[src/sv/h264rtp_pkg.sv]
`timescale 1ns / 1ps
// ----------------------------------------------------------------------------
// h264rtp_pkg
// Shared types and constants of the H.264 RTP packetizer: channel items,
// configuration set, packet commands between front and back end.
// ----------------------------------------------------------------------------
package h264rtp_pkg;

  // Fragment size limits and protocol constants
  localparam logic [10:0] FRAG_MIN      = 11'd16;
  localparam logic [10:0] FRAG_MAX      = 11'd1460;
  localparam logic [4:0]  FU_A_TYPE     = 5'd28;
  localparam logic [7:0]  RTP_V2_BYTE   = 8'h80;
  localparam logic [3:0]  PREFIX_SHORT  = 4'd3;
  localparam logic [3:0]  PREFIX_LONG   = 4'd4;

  // Configuration register indexes
  localparam int unsigned CFG_IDX_W = 2;
  localparam logic [CFG_IDX_W-1:0] CFG_PAYLOAD_TYPE   = 2'd0;
  localparam logic [CFG_IDX_W-1:0] CFG_SYNC_SOURCE    = 2'd1;
  localparam logic [CFG_IDX_W-1:0] CFG_TIMESTAMP_STEP = 2'd2;
  localparam logic [CFG_IDX_W-1:0] CFG_FRAGMENT_SIZE  = 2'd3;

  // Command kinds
  localparam logic [1:0] CMD_SINGLE = 2'd0;  // RTP header + NAL header byte
  localparam logic [1:0] CMD_FRAG   = 2'd1;  // RTP header + FU ind + FU hdr + byte
  localparam logic [1:0] CMD_BYTE   = 2'd2;  // one payload byte

  // Command queue geometry
  localparam int unsigned FIFO_DEPTH = 4;
  localparam int unsigned FIFO_AW    = $clog2(FIFO_DEPTH);

  typedef struct packed {
    logic [7:0]  data_byte;
    logic        unit_start;
    logic [15:0] unit_length;
  } in_item_t;

  typedef struct packed {
    logic [7:0]  packet_byte;
    logic        packet_end;
    logic [10:0] packet_length;
  } out_item_t;

  typedef struct packed {
    logic [6:0]  payload_type;
    logic [31:0] sync_source;
    logic [31:0] timestamp_step;
    logic [10:0] fragment_size;
  } cfg_t;

  typedef struct packed {
    logic [1:0]  kind;
    logic [7:0]  data;
    logic        last_end;
    logic [10:0] pkt_len;
    logic        marker;
    logic [15:0] seq;
    logic [31:0] ts;
    logic [7:0]  fu_ind;
    logic [7:0]  fu_hdr;
  } cmd_t;

endpackage

[src/sv/h264rtp_front.sv]
`timescale 1ns / 1ps
// ----------------------------------------------------------------------------
// h264rtp_front
// Parses the NAL unit byte stream: strips the start code, decides single or
// FU-A mode, tracks sequence and timestamp, and issues up to one command per item.
// ----------------------------------------------------------------------------
module h264rtp_front (
  input  logic                 clk,
  input  logic                 rst_n,
  input  logic                 in_accept,
  input  h264rtp_pkg::in_item_t in_item,
  input  h264rtp_pkg::cfg_t    cfg,
  output logic                 cmd_push,
  output h264rtp_pkg::cmd_t    cmd
);
  import h264rtp_pkg::*;

  logic        open_r,  open_nxt;
  logic [15:0] pos_r,   pos_nxt;
  logic [3:0]  plen_r,  plen_nxt;
  logic        zeros_r, zeros_nxt;
  logic [7:0]  nal_r,   nal_nxt;
  logic        frag_r,  frag_nxt;
  logic [10:0] chunk_r, chunk_nxt;
  logic [15:0] left_r,  left_nxt;
  logic [15:0] seq_r,   seq_nxt;
  logic [31:0] ts_r,    ts_nxt;
  logic [10:0] pktlen_r, pktlen_nxt;

  logic        e_open, e_frag;
  logic [15:0] e_pos, e_left;
  logic [3:0]  e_plen;
  logic [10:0] e_chunk;
  logic [10:0] fs;
  logic [7:0]  b;
  logic [15:0] len, n, hdr_left, left_v;
  logic        last, first;
  logic [10:0] clen, chunk_v, pkt_v;

  // Clamp the fragment size into its legal range
  always_comb begin
    if (cfg.fragment_size < FRAG_MIN) begin
      fs = FRAG_MIN;
    end else if (cfg.fragment_size > FRAG_MAX) begin
      fs = FRAG_MAX;
    end else begin
      fs = cfg.fragment_size;
    end
  end

  assign b   = in_item.data_byte;
  assign len = in_item.unit_length;

  // Per-byte parse step
  always_comb begin
    open_nxt   = open_r;
    pos_nxt    = pos_r;
    plen_nxt   = plen_r;
    zeros_nxt  = zeros_r;
    nal_nxt    = nal_r;
    frag_nxt   = frag_r;
    chunk_nxt  = chunk_r;
    left_nxt   = left_r;
    seq_nxt    = seq_r;
    ts_nxt     = ts_r;
    pktlen_nxt = pktlen_r;
    cmd_push   = 1'b0;
    cmd        = '0;
    e_open  = open_r;
    e_pos   = pos_r;
    e_plen  = plen_r;
    e_frag  = frag_r;
    e_chunk = chunk_r;
    e_left  = left_r;
    n        = 16'd0;
    hdr_left = 16'd0;
    left_v   = 16'd0;
    last     = 1'b0;
    first    = 1'b0;
    clen     = 11'd0;
    chunk_v  = 11'd0;
    pkt_v    = pktlen_r;

    if (in_accept) begin
      // Restart the unit on a start flag
      if (in_item.unit_start) begin
        e_open  = 1'b1;
        e_pos   = 16'd0;
        e_plen  = PREFIX_SHORT;
        e_frag  = 1'b0;
        e_chunk = 11'd0;
        e_left  = 16'd0;
      end
      open_nxt  = e_open;
      pos_nxt   = e_pos;
      plen_nxt  = e_plen;
      frag_nxt  = e_frag;
      chunk_nxt = e_chunk;
      left_nxt  = e_left;

      if (e_open) begin
        if (e_pos < 16'd3) begin
          // Buffer start code bytes
          zeros_nxt = ((e_pos == 16'd0) ? 1'b1 : zeros_r) & (b == 8'd0);
          pos_nxt   = e_pos + 16'd1;
        end else if (e_pos == 16'd3 && zeros_r && b == 8'd1) begin
          // Four-byte start code
          plen_nxt = PREFIX_LONG;
          pos_nxt  = 16'd4;
        end else if (e_pos == {12'd0, e_plen}) begin
          // NAL header byte
          nal_nxt = b;
          if (len <= {12'd0, e_plen}) begin
            open_nxt = 1'b0;
          end else begin
            n        = len - {12'd0, e_plen};
            hdr_left = n - 16'd1;
            left_nxt = hdr_left;
            ts_nxt   = ts_r + cfg.timestamp_step;
            pos_nxt  = e_pos + 16'd1;
            if (hdr_left <= {5'd0, fs}) begin
              frag_nxt     = 1'b0;
              pkt_v        = n[10:0] + 11'd12;
              pktlen_nxt   = pkt_v;
              cmd_push     = 1'b1;
              cmd.kind     = CMD_SINGLE;
              cmd.data     = b;
              cmd.last_end = (hdr_left == 16'd0);
              cmd.pkt_len  = pkt_v;
              cmd.marker   = 1'b1;
              cmd.seq      = seq_r;
              cmd.ts       = ts_nxt;
              seq_nxt      = seq_r + 16'd1;
              if (hdr_left == 16'd0) begin
                open_nxt = 1'b0;
              end
            end else begin
              frag_nxt  = 1'b1;
              chunk_nxt = 11'd0;
            end
          end
        end else if (e_left == 16'd0) begin
          // Drop bytes past the unit's end
          open_nxt = 1'b0;
        end else begin
          // Payload byte, opening a fragment where a chunk is used up
          chunk_v  = e_chunk;
          cmd.kind = CMD_BYTE;
          if (e_frag && e_chunk == 11'd0) begin
            last       = (e_left <= {5'd0, fs});
            clen       = last ? e_left[10:0] : fs;
            first      = (e_pos == {12'd0, e_plen} + 16'd1);
            pkt_v      = clen + 11'd14;
            chunk_v    = clen;
            cmd.kind   = CMD_FRAG;
            cmd.marker = last;
            cmd.seq    = seq_r;
            cmd.fu_ind = {nal_r[7:5], FU_A_TYPE};
            cmd.fu_hdr = {first, last, 1'b0, nal_r[4:0]};
            seq_nxt    = seq_r + 16'd1;
          end
          left_v = e_left - 16'd1;
          if (e_frag) begin
            chunk_v      = chunk_v - 11'd1;
            cmd.last_end = (chunk_v == 11'd0);
          end else begin
            cmd.last_end = (left_v == 16'd0);
          end
          cmd_push   = 1'b1;
          cmd.data   = b;
          cmd.pkt_len = pkt_v;
          cmd.ts     = ts_r;
          pktlen_nxt = pkt_v;
          chunk_nxt  = chunk_v;
          left_nxt   = left_v;
          pos_nxt    = e_pos + 16'd1;
          if (left_v == 16'd0) begin
            open_nxt = 1'b0;
          end
        end
      end
    end
  end

  // Parse state registers
  always_ff @(posedge clk) begin
    if (!rst_n) begin
      open_r   <= 1'b0;
      pos_r    <= 16'd0;
      plen_r   <= PREFIX_SHORT;
      zeros_r  <= 1'b0;
      nal_r    <= 8'd0;
      frag_r   <= 1'b0;
      chunk_r  <= 11'd0;
      left_r   <= 16'd0;
      seq_r    <= 16'd0;
      ts_r     <= 32'd0;
      pktlen_r <= 11'd0;
    end else begin
      open_r   <= open_nxt;
      pos_r    <= pos_nxt;
      plen_r   <= plen_nxt;
      zeros_r  <= zeros_nxt;
      nal_r    <= nal_nxt;
      frag_r   <= frag_nxt;
      chunk_r  <= chunk_nxt;
      left_r   <= left_nxt;
      seq_r    <= seq_nxt;
      ts_r     <= ts_nxt;
      pktlen_r <= pktlen_nxt;
    end
  end

endmodule

[src/sv/h264rtp_cmd_fifo.sv]
`timescale 1ns / 1ps
// ----------------------------------------------------------------------------
// h264rtp_cmd_fifo
// Short command queue between the parser front end and the byte emitter.
// ----------------------------------------------------------------------------
module h264rtp_cmd_fifo (
  input  logic              clk,
  input  logic              rst_n,
  input  logic              push,
  input  h264rtp_pkg::cmd_t wr_cmd,
  input  logic              pop,
  output h264rtp_pkg::cmd_t head,
  output logic              full,
  output logic              empty
);
  import h264rtp_pkg::*;

  cmd_t               mem_r [FIFO_DEPTH];
  logic [FIFO_AW-1:0] wr_ptr_r, wr_ptr_nxt;
  logic [FIFO_AW-1:0] rd_ptr_r, rd_ptr_nxt;
  logic [FIFO_AW:0]   count_r,  count_nxt;
  logic               do_push, do_pop;

  assign full  = (count_r == FIFO_AW'(0) + (FIFO_AW+1)'(FIFO_DEPTH));
  assign empty = (count_r == '0);
  assign head  = mem_r[rd_ptr_r];

  assign do_push = push && !full;
  assign do_pop  = pop && !empty;

  // Advance pointers and occupancy
  always_comb begin
    wr_ptr_nxt = do_push ? wr_ptr_r + 1'b1 : wr_ptr_r;
    rd_ptr_nxt = do_pop ? rd_ptr_r + 1'b1 : rd_ptr_r;
    count_nxt  = count_r;
    if (do_push && !do_pop) begin
      count_nxt = count_r + 1'b1;
    end else if (do_pop && !do_push) begin
      count_nxt = count_r - 1'b1;
    end
  end

  always_ff @(posedge clk) begin
    if (!rst_n) begin
      wr_ptr_r <= '0;
      rd_ptr_r <= '0;
      count_r  <= '0;
    end else begin
      wr_ptr_r <= wr_ptr_nxt;
      rd_ptr_r <= rd_ptr_nxt;
      count_r  <= count_nxt;
    end
  end

  // Store commands
  always_ff @(posedge clk) begin
    if (do_push) begin
      mem_r[wr_ptr_r] <= wr_cmd;
    end
  end

endmodule

[src/sv/h264rtp_back.sv]
`timescale 1ns / 1ps
// ----------------------------------------------------------------------------
// h264rtp_back
// Expands queued commands into RTP packet bytes, one byte per cycle while a command
// waits and the output register is free, into that register, read through empty/pop.
// ----------------------------------------------------------------------------
module h264rtp_back (
  input  logic                   clk,
  input  logic                   rst_n,
  input  h264rtp_pkg::cfg_t      cfg,
  input  h264rtp_pkg::cmd_t      head,
  input  logic                   head_valid,
  output logic                   head_pop,
  input  logic                   out_pop,
  output logic                   out_empty,
  output h264rtp_pkg::out_item_t out_item
);
  import h264rtp_pkg::*;

  // Byte positions inside a command
  localparam logic [3:0] IDX_PT      = 4'd1;
  localparam logic [3:0] IDX_SEQ_HI  = 4'd2;
  localparam logic [3:0] IDX_SEQ_LO  = 4'd3;
  localparam logic [3:0] IDX_TS_3    = 4'd4;
  localparam logic [3:0] IDX_TS_2    = 4'd5;
  localparam logic [3:0] IDX_TS_1    = 4'd6;
  localparam logic [3:0] IDX_TS_0    = 4'd7;
  localparam logic [3:0] IDX_SSRC_3  = 4'd8;
  localparam logic [3:0] IDX_SSRC_2  = 4'd9;
  localparam logic [3:0] IDX_SSRC_1  = 4'd10;
  localparam logic [3:0] IDX_SSRC_0  = 4'd11;
  localparam logic [3:0] IDX_AFTER   = 4'd12;  // NAL byte or FU indicator
  localparam logic [3:0] IDX_FU_HDR  = 4'd13;
  localparam logic [3:0] IDX_FU_DATA = 4'd14;

  logic [3:0]  idx_r, idx_nxt;
  logic        out_valid_r, out_valid_nxt;
  out_item_t   out_item_r, out_item_nxt;
  logic        slot_free, step, is_last;
  logic [3:0]  last_idx;
  logic [7:0]  hdr_byte, byte_v;

  assign slot_free = !out_valid_r || out_pop;
  assign step      = slot_free && head_valid;

  // Last byte position of the head command
  always_comb begin
    case (head.kind)
      CMD_SINGLE: last_idx = IDX_AFTER;
      CMD_FRAG:   last_idx = IDX_FU_DATA;
      default:    last_idx = 4'd0;
    endcase
  end

  assign is_last  = (idx_r == last_idx);
  assign head_pop = step && is_last;

  // Select the header byte at the current position
  always_comb begin
    case (idx_r)
      IDX_PT:      hdr_byte = {head.marker, cfg.payload_type};
      IDX_SEQ_HI:  hdr_byte = head.seq[15:8];
      IDX_SEQ_LO:  hdr_byte = head.seq[7:0];
      IDX_TS_3:    hdr_byte = head.ts[31:24];
      IDX_TS_2:    hdr_byte = head.ts[23:16];
      IDX_TS_1:    hdr_byte = head.ts[15:8];
      IDX_TS_0:    hdr_byte = head.ts[7:0];
      IDX_SSRC_3:  hdr_byte = cfg.sync_source[31:24];
      IDX_SSRC_2:  hdr_byte = cfg.sync_source[23:16];
      IDX_SSRC_1:  hdr_byte = cfg.sync_source[15:8];
      IDX_SSRC_0:  hdr_byte = cfg.sync_source[7:0];
      IDX_AFTER:   hdr_byte = (head.kind == CMD_FRAG) ? head.fu_ind : head.data;
      IDX_FU_HDR:  hdr_byte = head.fu_hdr;
      IDX_FU_DATA: hdr_byte = head.data;
      default:     hdr_byte = RTP_V2_BYTE;
    endcase
  end

  assign byte_v = (head.kind == CMD_BYTE) ? head.data : hdr_byte;

  // Load the output register, drain it on pop
  always_comb begin
    idx_nxt       = idx_r;
    out_valid_nxt = out_valid_r;
    out_item_nxt  = out_item_r;
    if (step) begin
      out_valid_nxt              = 1'b1;
      out_item_nxt.packet_byte   = byte_v;
      out_item_nxt.packet_end    = is_last && head.last_end;
      out_item_nxt.packet_length = head.pkt_len;
      idx_nxt                    = is_last ? 4'd0 : idx_r + 4'd1;
    end else if (out_pop) begin
      out_valid_nxt = 1'b0;
    end
  end

  always_ff @(posedge clk) begin
    if (!rst_n) begin
      idx_r       <= 4'd0;
      out_valid_r <= 1'b0;
    end else begin
      idx_r       <= idx_nxt;
      out_valid_r <= out_valid_nxt;
    end
  end

  always_ff @(posedge clk) begin
    out_item_r <= out_item_nxt;
  end

  assign out_empty = !out_valid_r;
  assign out_item  = out_item_r;

endmodule

[src/sv/h264_rtp_packetizer_top.sv]
`timescale 1ns / 1ps
// When the command queue is empty, a byte that starts a packet passes the command queue
// and then the output register before its first result shows.
// Throughput: one input byte per cycle while the queue has room; the byte emitter puts
// out one packet byte per cycle while its output is popped, so each packet start expands
// to 13 (single) or 15 (fragment) bytes, buffered by a 4-entry queue before the emitter.
// Reset (rst_n low, synchronous): queue and output empty, unit closed, sequence and
// timestamp zero, registers back to payload type 96, SSRC 10, step 3600, size 1400.
// ----------------------------------------------------------------------------
// h264_rtp_packetizer_top
// H.264 RTP packetizer: start code stripping, single NAL and FU-A packets.
// ----------------------------------------------------------------------------
module h264_rtp_packetizer_top (
  input  logic                                   clk,
  input  logic                                   rst_n,
  input  logic                                   in_push,
  input  h264rtp_pkg::in_item_t                  in_item,
  output logic                                   in_full,
  input  logic                                   out_pop,
  output logic                                   out_empty,
  output h264rtp_pkg::out_item_t                 out_item,
  input  logic                                   cfg_valid,
  output logic                                   cfg_ready,
  input  logic [h264rtp_pkg::CFG_IDX_W-1:0]      cfg_index,
  input  logic [31:0]                            cfg_data
);
  import h264rtp_pkg::*;

  cfg_t cfg_r, cfg_nxt;
  cmd_t cmd, head;
  logic cmd_push, fifo_full, fifo_empty, head_pop, in_accept;

  assign cfg_ready = 1'b1;
  assign in_full   = fifo_full;
  assign in_accept = in_push && !fifo_full;

  // Configuration register writes
  always_comb begin
    cfg_nxt = cfg_r;
    if (cfg_valid) begin
      case (cfg_index)
        CFG_PAYLOAD_TYPE:   cfg_nxt.payload_type   = cfg_data[6:0];
        CFG_SYNC_SOURCE:    cfg_nxt.sync_source    = cfg_data;
        CFG_TIMESTAMP_STEP: cfg_nxt.timestamp_step = cfg_data;
        CFG_FRAGMENT_SIZE:  cfg_nxt.fragment_size  = cfg_data[10:0];
        default:            cfg_nxt = cfg_r;
      endcase
    end
  end

  always_ff @(posedge clk) begin
    if (!rst_n) begin
      cfg_r.payload_type   <= 7'd96;
      cfg_r.sync_source    <= 32'd10;
      cfg_r.timestamp_step <= 32'd3600;
      cfg_r.fragment_size  <= 11'd1400;
    end else begin
      cfg_r <= cfg_nxt;
    end
  end

  h264rtp_front u_front (
    .clk       (clk),
    .rst_n     (rst_n),
    .in_accept (in_accept),
    .in_item   (in_item),
    .cfg       (cfg_r),
    .cmd_push  (cmd_push),
    .cmd       (cmd)
  );

  h264rtp_cmd_fifo u_fifo (
    .clk    (clk),
    .rst_n  (rst_n),
    .push   (cmd_push),
    .wr_cmd (cmd),
    .pop    (head_pop),
    .head   (head),
    .full   (fifo_full),
    .empty  (fifo_empty)
  );

  h264rtp_back u_back (
    .clk        (clk),
    .rst_n      (rst_n),
    .cfg        (cfg_r),
    .head       (head),
    .head_valid (!fifo_empty),
    .head_pop   (head_pop),
    .out_pop    (out_pop),
    .out_empty  (out_empty),
    .out_item   (out_item)
  );

endmodule

[config.mk]
export PLATFORM = sky130hd
export DESIGN_NAME = h264_rtp_packetizer_top
export DESIGN_NICKNAME = d
export VERILOG_FILES = /design/src/sv/h264rtp_pkg.sv /design/src/sv/h264rtp_front.sv /design/src/sv/h264rtp_cmd_fifo.sv /design/src/sv/h264rtp_back.sv /design/src/sv/h264_rtp_packetizer_top.sv
export SDC_FILE = /design/constraint.sdc
export NUM_CORES = 1
export LEC_CHECK = 0
export ABC_AREA = 1
export BUFFER_PORTS_ARGS = -buffer_cell sky130_fd_sc_hd__buf_2
export CORE_MARGIN = 2
export CORE_UTILIZATION = 63
export CTS_CLUSTER_SIZE = 28
export DETAILED_ROUTE_END_ITERATION = 10
export PLACE_DENSITY = 0.8
export RECOVER_POWER = 25
export SYNTH_ARGS = -nofsm -noshare
export SYNTH_HDL_FRONTEND = slang
export SYNTH_HIERARCHICAL = 1
export SYNTH_SLANG_ARGS = --single-unit
export TNS_END_PERCENT = 30
[constraint.sdc]
create_clock -name clk -period 16.9 [get_ports clk]
set_clock_uncertainty 0.1 [all_clocks]
set_input_delay 0.845 -clock clk [delete_from_list [all_inputs] [get_ports clk]]
set_output_delay 0.845 -clock clk [all_outputs]
set_load 0.05 [all_outputs]
# Word level (Yosys, flattened, before mapping)
# Memories as Yosys holds them, arrays and structs flattened. A register that Yosys moved wholly into a read port is not among the register bits.
# Index checks and enable logic that the tools add are counted.
dict set report word_totals {
  word_cells 221
  in_bits 64
  ram_bits 348
  regBits 231
  memories 1
}
dict set report op_classes {
  muxes 105
  bitwise_logic 4
  eq_ne 28
  addsub 15
  reduce_logical 39
  magnitude_cmp 6
}
# name depth width read_ports rd_ports_with_merged_regs wr line
set mem_list {}
lappend mem_list {u_fifo.mem_r 4 87 1 1 1 h264rtp_cmd_fifo.sv:18} ;# cmd_t mem_r [FIFO_DEPTH];
# operator count
set op_table {}
lappend op_table {{87-bit two-way mux} 5}
lappend op_table {{16-bit two-way mux} 23}
lappend op_table {{11-bit two-way mux} 25}
lappend op_table {{71-bit two-way mux} 2}
lappend op_table {{8-bit case mux with 14 select lines} 1}
lappend op_table {{69-bit two-way mux} 1}
lappend op_table {{16-bit zero test} 4}
lappend op_table {{1-bit two-way mux} 33}
lappend op_table {{16-bit by 1-bit adder with 16-bit output, second input constant} 2}
lappend op_table {{32-bit adder} 1}
lappend op_table {{16-bit by 11-bit <= comparator with 1-bit output} 2}
lappend op_table {{16-bit by 1-bit subtractor with 16-bit output, second input constant} 2}
lappend op_table {{4-bit equality test, second input constant} 7}
lappend op_table {{4-bit two-way mux} 6}
lappend op_table {{11-bit by 4-bit adder with 11-bit output, second input constant} 2}
lappend op_table {{11-bit zero test} 2}
lappend op_table {{17-bit two-way mux} 1}
lappend op_table {{16-bit equality test} 1}
lappend op_table {{16-bit by 2-bit equality test with 1-bit output, second input constant} 1}
lappend op_table {{16-bit by 4-bit equality test with 1-bit output} 1}
lappend op_table {{4-bit by 3-bit equality test with 1-bit output, second input constant} 4}
lappend op_table {{16-bit by 4-bit <= comparator with 1-bit output} 1}
lappend op_table {{16-bit by 2-bit < comparator with 1-bit output, second input constant} 1}
lappend op_table {{8-bit two-way mux} 2}
lappend op_table {{other kinds (36)} 67}

# Longest topological paths before layout
# Gate-level depths: netlist of the first run.
dict set report logic_depth {
  word_depth 22
  depth_mapped 47
  mapped_depth_nobuf 45
}

# Cells and area by module
# The synthesis of the first run kept the hierarchy.
# mod area_each_um2 seq_area_each_um2 instances cells_each
set by_module_without_submodules {}
lappend by_module_without_submodules {h264rtp_cmd_fifo 13395.3 10630.2 1 911}
lappend by_module_without_submodules {h264rtp_front 11815.1 2342.2 1 1969}
lappend by_module_without_submodules {h264_rtp_packetizer_top 3335.7 1641.6 1 508}
lappend by_module_without_submodules {h264rtp_back 2237.1 700.7 1 382}

# Worst setup path after synthesis of the first run
# Ideal clock, no wire load.
dict set report synth_timing {
  kind {input port to flip-flop}
  from {input in_item[16] (netlist bit)}
  to {memory u_fifo/mem_r[0][0] (netlist bit), enable pin}
  setup_slack_ns 7.713
  path_buffers 3
  setup_ns 0.533
  stages 29
  arrival_time_ns 8.554
  path_cell_list {buf_6 buf_6 nor2_1 inv_1 ha_1 a21oi_1 nand2_2 xnor2_2 ha_1 nand2_1 nor2_4 nand3_4 o21ai_0 o21ai_0 ha_1 nand2_1 inv_1 nand3_1 or3_1 a21boi_0 nand2_1 nor2_4 nand3_4 nand2_4 o21ai_4 inv_2 buf_4 nand2_1 nor2_1}
}
dict set report synth_between {
  elab_chain_cells 15
}
# item line
set synth_rtl {}
lappend synth_rtl {{from (decl)} h264_rtp_packetizer_top.sv:17} ;# input h264rtp_pkg::in_item_t in_item,
lappend synth_rtl {{4-bit two-way mux} h264rtp_front.sv:86} ;# if (in_item.unit_start) begin
lappend synth_rtl {{4-bit two-way mux} h264rtp_front.sv:84} ;# if (in_accept) begin
lappend synth_rtl {{16-bit by 4-bit subtractor with 16-bit output} h264rtp_front.sv:116} ;# n = len - {12'd0, e_plen};
lappend synth_rtl {{16-bit by 1-bit subtractor with 16-bit output} h264rtp_front.sv:117} ;# hdr_left = n - 16'd1;
lappend synth_rtl {{16-bit by 11-bit <= comparator with 1-bit output} h264rtp_front.sv:121} ;# if (hdr_left <= {5'd0, fs}) begin
lappend synth_rtl {{1-bit two-way mux} h264rtp_front.sv:121}
lappend synth_rtl {{1-bit two-way mux} h264rtp_front.sv:113} ;# if (len <= {12'd0, e_plen}) begin
lappend synth_rtl {{1-bit two-way mux} h264rtp_front.sv:110} ;# end else if (e_pos == {12'd0, e_plen}) begin
lappend synth_rtl {{1-bit two-way mux} h264rtp_front.sv:106} ;# end else if (e_pos == 16'd3 && zeros_r && b == 8'd1) begin
lappend synth_rtl {{1-bit two-way mux} h264rtp_front.sv:102} ;# if (e_pos < 16'd3) begin
lappend synth_rtl {{1-bit two-way mux *} h264rtp_front.sv:101} ;# if (e_open) begin
lappend synth_rtl {{1-bit two-way mux *} h264rtp_front.sv:84}
lappend synth_rtl {{via cmd_push} h264_rtp_packetizer_top.sv:31} ;# logic cmd_push, fifo_full, fifo_empty, head_pop, in_accept;
lappend synth_rtl {{1-bit logical AND *} h264rtp_cmd_fifo.sv:28} ;# assign do_push = push && !full;
lappend synth_rtl {{1-bit two-way mux *} h264rtp_cmd_fifo.sv:57} ;# if (do_push) begin
lappend synth_rtl {{1-bit two-way mux (implied by the code) *} h264rtp_cmd_fifo.sv:58} ;# mem_r[wr_ptr_r] <= wr_cmd;
lappend synth_rtl {{to (decl)} h264rtp_cmd_fifo.sv:18}
# The timed path passes the listed nets; every way through them passes the cells marked *. The select of a mux whose other input is x is not followed.

# Worst setup path in the final report of the first run
dict set report layout_timing {
  from {input in_item[16] (netlist bit)}
  to {memory u_fifo/mem_r[0][23] (netlist bit), enable pin}
}
# Same word-level chain as after synthesis.

==> summary.md, run 1 <==
| Metric | Value |
|---|---|
| Status | complete, but fails checks |
| Violated checks | capacitance limit, slew limit |
| Cell Area, Synth | 30800 µm² |
| VDD IR max | 0.0958 mV |
| Total power | 4320 µW |
| First-pass GRT wire length | 134 mm |
| Worst EP arrival | 10.69 ns |
| Synth area leaders | edfxtp_1 36%, dfxtp_1 14%, nand2_1 9.5% |
| Design Area, Final | 33200 µm² |
| Async S/R FF share, synth | 0% |
| NumNets Final | 3921 |
| Slew @ Worst Pin | 4.38 ns |
| Clock Tree Buf Depth | 3 |
| Post-synth EDFFs | 368 |
| Crit. End Element | register |
| TritonCTS clock tree | built |
| Worst EP required | 17.05 ns |
| Die X | 225 µm |
| Final cycle utilization of the critical path | 62.4% |
| Slew Limit Fails | 571 |
| Yosys top cell area share | 35.9% |
| Placed cells | 4338 |
| Later-pin clock latency in the skew report | 0.63 ns |
| Vias in the first global route | 23875 |
| Core area | 48500 µm² |
| CTS resizes | 0 |
| Post-synthesis sequential area ratio | 49.8% |
| # port buffers | 85 |
| Fmax achieved | 0.0949 GHz |
| Antenna violations before repair | 2 |
| Starting Density | 63.4% |
| Yosys top cell by area | edfxtp_1 |
| Worst slew margin | -192% |
| Simple-gate share of the synthesized area | 24.1% |
| GR Overflow Total | 0 |
| Clock Pin Slew Worst Setup and Hold Paths | 0.07 ns |
| Initial DRC count | 3158 |
| Post-synthesis mux area share | 0.0650% |
| Reg2reg path depth | 20 |
| WL per Instance | 19.7 µm |
| Post-Syn Instances | 3770 |
| Via count | 26355 |
| Drc violations | 0 |
| Inserted Clock Buffers | 57 |
| Largest net degree at the start of global routing | 103 |
| Via-per-instance ratio | 5.93 |
| Synth Area in XOR/XNOR | 1.98% |
| Setup WS pre-CTS | 8.81 ns |
| Synthesized area per cell | 8.17 µm² |
| CTS hold repair buffers | 0 |
| Final Hold Vio Count | 0 |
| Gp weighted congestion | 1.04 |
| Primary FF master, synth | edfxtp_1 |
| Distinct cells, synth | 66 |
| WL final | 87.4 mm |
| Ys Warns | 6 |
| Adder-Cell Fraction of Synth Area | 3.41% |
| Largest family of logic cells by synthesized area | simple AND/OR/NAND/NOR gates |
| Layout Area Growth over Synthesis | 7.78% |
| Critical path type | primary input to register |
| Min-delay worst type | primary input to register |
| P_leak | 0.0137 µW |
| Clock sinks | 581 |
| CTS root buffer | clkbuf_16 |
| Synth Area in Compound Gates | 12.7% |
| Crit path launch type | primary input |
| All-Layer GR Usage | 34.4% |
| I/O Pins | 87 |
| Detailed Place HPWL | 61.7 mm |
| Final min period | 10.54 ns |
| Share of cells above drive strength 1 | 7.51% |
| CTS H-tree lvls | 2 |
| RSZ-0062 raised after global routing | false |
| Fin cells | 4445 |
| Total Die Area | 50600 µm² |
| Hold path depth | 3 |
| ANT cells | 0 |
| Antenna Nets Post-Route | 0 |
| Die height | 225 µm |
| Fin worst setup slack | 6.36 ns |
| Setup bufs post-CTS | 0 |
| Pwr/cell area | 130 nW/µm² |
| Register bit total from synthesis | 581 |
| Setup-failing EPs final | 0 |
| Setup TNS Final | 0 ns |
| # rows | 81 |
| Max FO, Critical Path | 55 |
| Placed inst area | 31300 µm² |
| # fillers | 3934 |
| Max-Cap Viols | 9 |
| 1st-pass router iterations | 7 |
## cells in the mapped netlist (7+ instances only)
cell type / instances
xor2_1: 48
a211oi_1: 10
nand2_1: 777
xnor2_1: 18
nor2_4: 10
a31oi_1: 9
buf_1: 10
inv_2: 42
clkbuf_2: 7
buf_6: 18
o21ai_0: 248
nor4_1: 8
buf_2: 40
inv_1: 361
nor2_2: 25
nand4_1: 46
o21ai_1: 115
ha_1: 79
o211ai_1: 7
nand3_1: 195
dfxtp_1: 213
nor3_1: 53
a221oi_1: 9
a21oi_1: 196
clkbuf_1: 54
nor2_1: 578
buf_4: 31
edfxtp_1: 368
nand2_2: 18
o22ai_1: 95
## through the flow
| stage | util [%] | hold slack (ns) |
|---|---|---|
| global placement | 64.4 | 0.352 |
| detailed placement | 64.4 | 0.355 |
| floorplan | - | 0.329 |
| CTS | 68.6 | 0.345 |
| finish | 68.3 | 0.364 |
| global route | 68.3 | 0.371 |
## flip-flops by register name, summed over array words and instances (netlist names), 8 cells and up, named ones only
signal / count
u_fifo/mem_r: 348
cfg_r: 82
u_front/ts_r: 32
u_back/out_item: 20
u_front/left_r: 16
u_front/pos_r: 16
u_front/seq_r: 16
u_front/chunk_r: 11
u_front/pktlen_r: 11
u_front/nal_r: 8
## logic make-up (layout without fill, tap and decap cells)
kind of cell,count (synthesis),in the layout
XOR/XNOR,68,68
flip-flops,581,581
other,2,4
AND/OR/NAND/NOR,1749,1749
buffers and inverters,568,619
multiplexers,2,2
AO/OA/AOI/OAI,718,718
adder cells (fa/ha/maj),82,82
## power by group
group	leakage, µW	switching (µW)	internal [µW]
logic	0.00763	907	311
clock network	0.000967	561	792
registers	0.00511	67.2	1680
total	0.0137	1540	2780
## metal layers
layer	vias up	routed length, µm	GRT usage, %
met5	-	13	0
met4	2	4050	14.4
met3	243	8350	5.49
met2	1314	39500	54.3
met1	12198	35500	47.4
li1	12598	-	-
## worst max-delay path: stages
cell	delay, ns
clkbuf_1	0.56
inv_1	0.90
nand2_1	0.26
nand3_1	0.22
a21oi_1	0.06
nand2_1	0.19
nor3_1	0.18
nor2_1	1.08
nand2_1	0.73
nor2_1	2.69
o21ai_4	0.67
inv_2	0.20
nand2_1	0.27
nor2_4	0.91
buf_4	0.83
## area by class of cell
| type | count | area, µm² | share of cell area (%) |
|---|---|---|---|
| Clock buffer | 68 | 1500 | 4.51 |
| Clock inverter | 39 | 518 | 1.56 |
| Inverter | 408 | 1530 | 4.62 |
| Multi-Input combinational cell | 2623 | 13000 | 39.2 |
| Sequential cell | 581 | 15300 | 46.2 |
| Tap cell | 622 | 778 | 2.35 |
| Timing Repair Buffer | 104 | 522 | 1.57 |
## cells in the final DEF (no fill, tap or decap), types with 11 or more instances in the layout
master       n
a21oi_1    196
buf_2       60
buf_4       15
clkbuf_1    37
clkbuf_16   57
clkinv_2    11
dfxtp_1    212
edfxtp_1   368
ha_1        79
inv_1      366
inv_2       37
nand2_1    779
nand2_2     16
nand3_1    197
nand4_1     46
nor2_1     576
nor2_2      25
nor2_4      12
nor3_1      54
o21ai_0    255
o21ai_1    108
o22ai_1     95
xnor2_1     18
xor2_1      48
## path summary, 6_finish.rpt
| kind | startpoint | end | slack, ns |
|---|---|---|---|
| worst max-delay path | in_item[16] | u_fifo/mem_r[0][23]$_DFFE_PP_ | 6.36 |
| worst min-delay path | cfg_data[29] | cfg_r[40]$_SDFFE_PN0P_ | 0.36 |
| worst max register to register | register | u_fifo/count_r[2]$_SDFFE_PN0P_ | 7.45 |
| worst min register to register | u_front/left_r[11]$_SDFFE_PN0P_ | u_front/left_r[11]$_SDFFE_PN0P_ | 0.37 |
Note: power is estimated with default switching activity, not from simulation.
==> run 2: changes to the inputs <==
CORE_UTILIZATION = 57   (was 63)
PLACE_DENSITY = 0.77   (was 0.8)
clock period = 9.19 ns   (was 16.9 ns; I/O delays follow)
==> summary.md, run 2 (synthesis gave the netlist of run 1 again) <==
| Metric | Value |
|---|---|
| Slew @ Worst Pin | 3.17 ns |
| Flop-to-flop setup slack | 2.10 ns |
| GR Overflow Total | 0 |
| Antenna violations before repair | 1 |
| Fin cells | 4547 |
| Min-delay worst type | primary input to register |
| Placed cells | 4417 |
| Clock Pin Slew Worst Setup and Hold Paths | 0.07 ns |
| NumNets Final | 3948 |
| Core area | 53600 µm² |
| Setup WS pre-CTS | 2.04 ns |
| Largest net degree at the start of global routing | 93 |
| Fin worst setup slack | 1.33 ns |
| Reg2reg path depth | 19 |
| # fillers | 4641 |
| CTS resizes | 0 |
| VDD IR max | 0.186 mV |
| Worst EP required | 9.37 ns |
| # port buffers | 85 |
| Die X | 236 µm |
| CTS root buffer | clkbuf_16 |
| Crit. End Element | register |
| Violated checks | capacitance limit, slew limit |
| Crit path launch | in_item[16] |
| Max-Cap Viols | 8 |
| Critical path type | primary input to register |
| Hold path endpoint | cfg_r[63]$_SDFFE_PN0P_ |
| Status | complete, but fails checks |
| Reg2Reg Capture Point | u_fifo/count_r[2]$_SDFFE_PN0P_ |
| Total power | 8010 µW |
| Pwr/cell area | 238 nW/µm² |
| Setup TNS Final | 0 ns |
| Later-pin clock latency in the skew report | 0.63 ns |
| WL final | 90.3 mm |
| Drc violations | 0 |
| P_leak | 0.0138 µW |
| Gp weighted congestion | 1.01 |
| HP Start | cfg_data[20] |
| Die height | 236 µm |
| Share of cells above drive strength 1 | 7.66% |
| TritonCTS clock tree | built |
| Detailed Place HPWL | 63.7 mm |
| Max reg flops | 348 |
| Clock Tree Buf Depth | 3 |
| Register area | 15300 µm² |
| WL per Instance | 19.9 µm |
| Multi-input logic area | 13100 µm² |
| Starting Density | 57.4% |
| Registers with the most flip-flops | u_fifo/mem_r x348, cfg_r x82, u_front/ts_r x32 |
| Final cycle utilization of the critical path | 85.6% |
| Total Die Area | 55900 µm² |
| Setup-failing EPs final | 0 |
| Most frequent cells in the layout | 777 x nand2_1, 575 x nor2_1, 369 x inv_1, 368 x edfxtp_1, 253 x o21ai_0 |
| Via count | 26317 |
| CTS hold repair buffers | 21 |
| Worst slew margin | -112% |
| Clock sinks | 581 |
| ANT cells | 0 |
| First-pass GRT wire length | 138 mm |
| All-Layer GR Usage | 31.9% |
| Crit path launch type | primary input |
| Slew Limit Fails | 416 |
| Max FO, Critical Path | 63 |
| Via-per-instance ratio | 5.79 |
| Vias in the first global route | 24560 |
| Fmax achieved | 0.127 GHz |
| Inserted Clock Buffers | 58 |
| CTS H-tree lvls | 2 |
| Antenna Nets Post-Route | 0 |
| Setup bufs post-CTS | 0 |
| 1st-pass router iterations | 8 |
| Reg with most FFs | u_fifo/mem_r |
| Final min period | 7.86 ns |
| Initial DRC count | 2683 |
| Placed inst area | 31400 µm² |
| Layout Area Growth over Synthesis | 9.21% |
| Design Area, Final | 33600 µm² |
| Worst EP arrival | 8.04 ns |
| Most common cell after layout, fill and taps aside | nand2_1 |
| Final Hold Vio Count | 0 |
| Hold path depth | 3 |
| I/O Pins | 87 |
| # rows | 85 |
| RSZ-0062 raised after global routing | false |
run 2: cell count changes in the layout (fill, tap and decap cells not counted), sizes merged:
| cell | before | now |
|---|---|---|
| clkinv | 24 | 25 |
| clkbuf | 97 | 98 |
| dlygate4sd3 | 0 | 21 |
| buf | 75 | 78 |
| inv | 405 | 407 |
run 2: cell type report:
type,count,share of cell area [%]
Clock buffer,67,4.45
Clock inverter,42,1.63
Inverter,408,4.56
Multi-Input combinational cell,2623,38.8
Sequential cell,581,45.6
Tap cell,696,2.59
Timing Repair Buffer,130,2.37
run 2: per-stage QoR:
step           hold slack (ns)  utilization (%)
2_1_floorplan            0.329                -
3_3_place_gp             0.352             58.6
3_5_place_dp             0.356             58.6
4_1_cts                0.00651             62.8
5_1_grt                 0.0336             62.7
6_report                0.0486             62.7
run 2: worst max path at each step:
stage	slack [ns]	cells after the start	end
global route	0.93	19	u_fifo/mem_r[2][29]$_DFFE_PP_
global placement	2.15	29	u_fifo/mem_r[2][24]$_DFFE_PP_
CTS	2.55	29	u_fifo/mem_r[3][38]$_DFFE_PP_
finish	1.33	19	u_fifo/mem_r[3][39]$_DFFE_PP_
floorplan	0.39	29	u_fifo/mem_r[0][0]$_DFFE_PP_
detailed placement	2.04	29	u_fifo/mem_r[3][24]$_DFFE_PP_
run 2: power by group:
group	switching (µW)	leakage, µW	internal (µW)
Sequential	115	0.00511	3080
Clock	1060	0.000980	1460
Combinational	1710	0.00775	582
run 2: worst max-delay path: stages:
cell	delay, ns
clkbuf_1	1.09
inv_1	0.89
nand2_1	0.37
nand3_1	0.18
a21oi_1	0.18
nand2_2	0.13
inv_1	0.10
nand2_2	0.05
buf_4	0.24
nor2_2	0.27
inv_2	0.21
nor2_4	0.13
clkbuf_1	1.62
o21ai_4	0.03
inv_2	0.09
buf_4	0.30
nand2_1	0.33
nor2_4	0.77
buf_12	0.43
run 2: per-layer routing:
layer	wire, µm	GRT usage (%)
met2	41200	50.8
met1	36500	42.6
met3	8010	5.73
met4	4520	14.8
met5	13	0
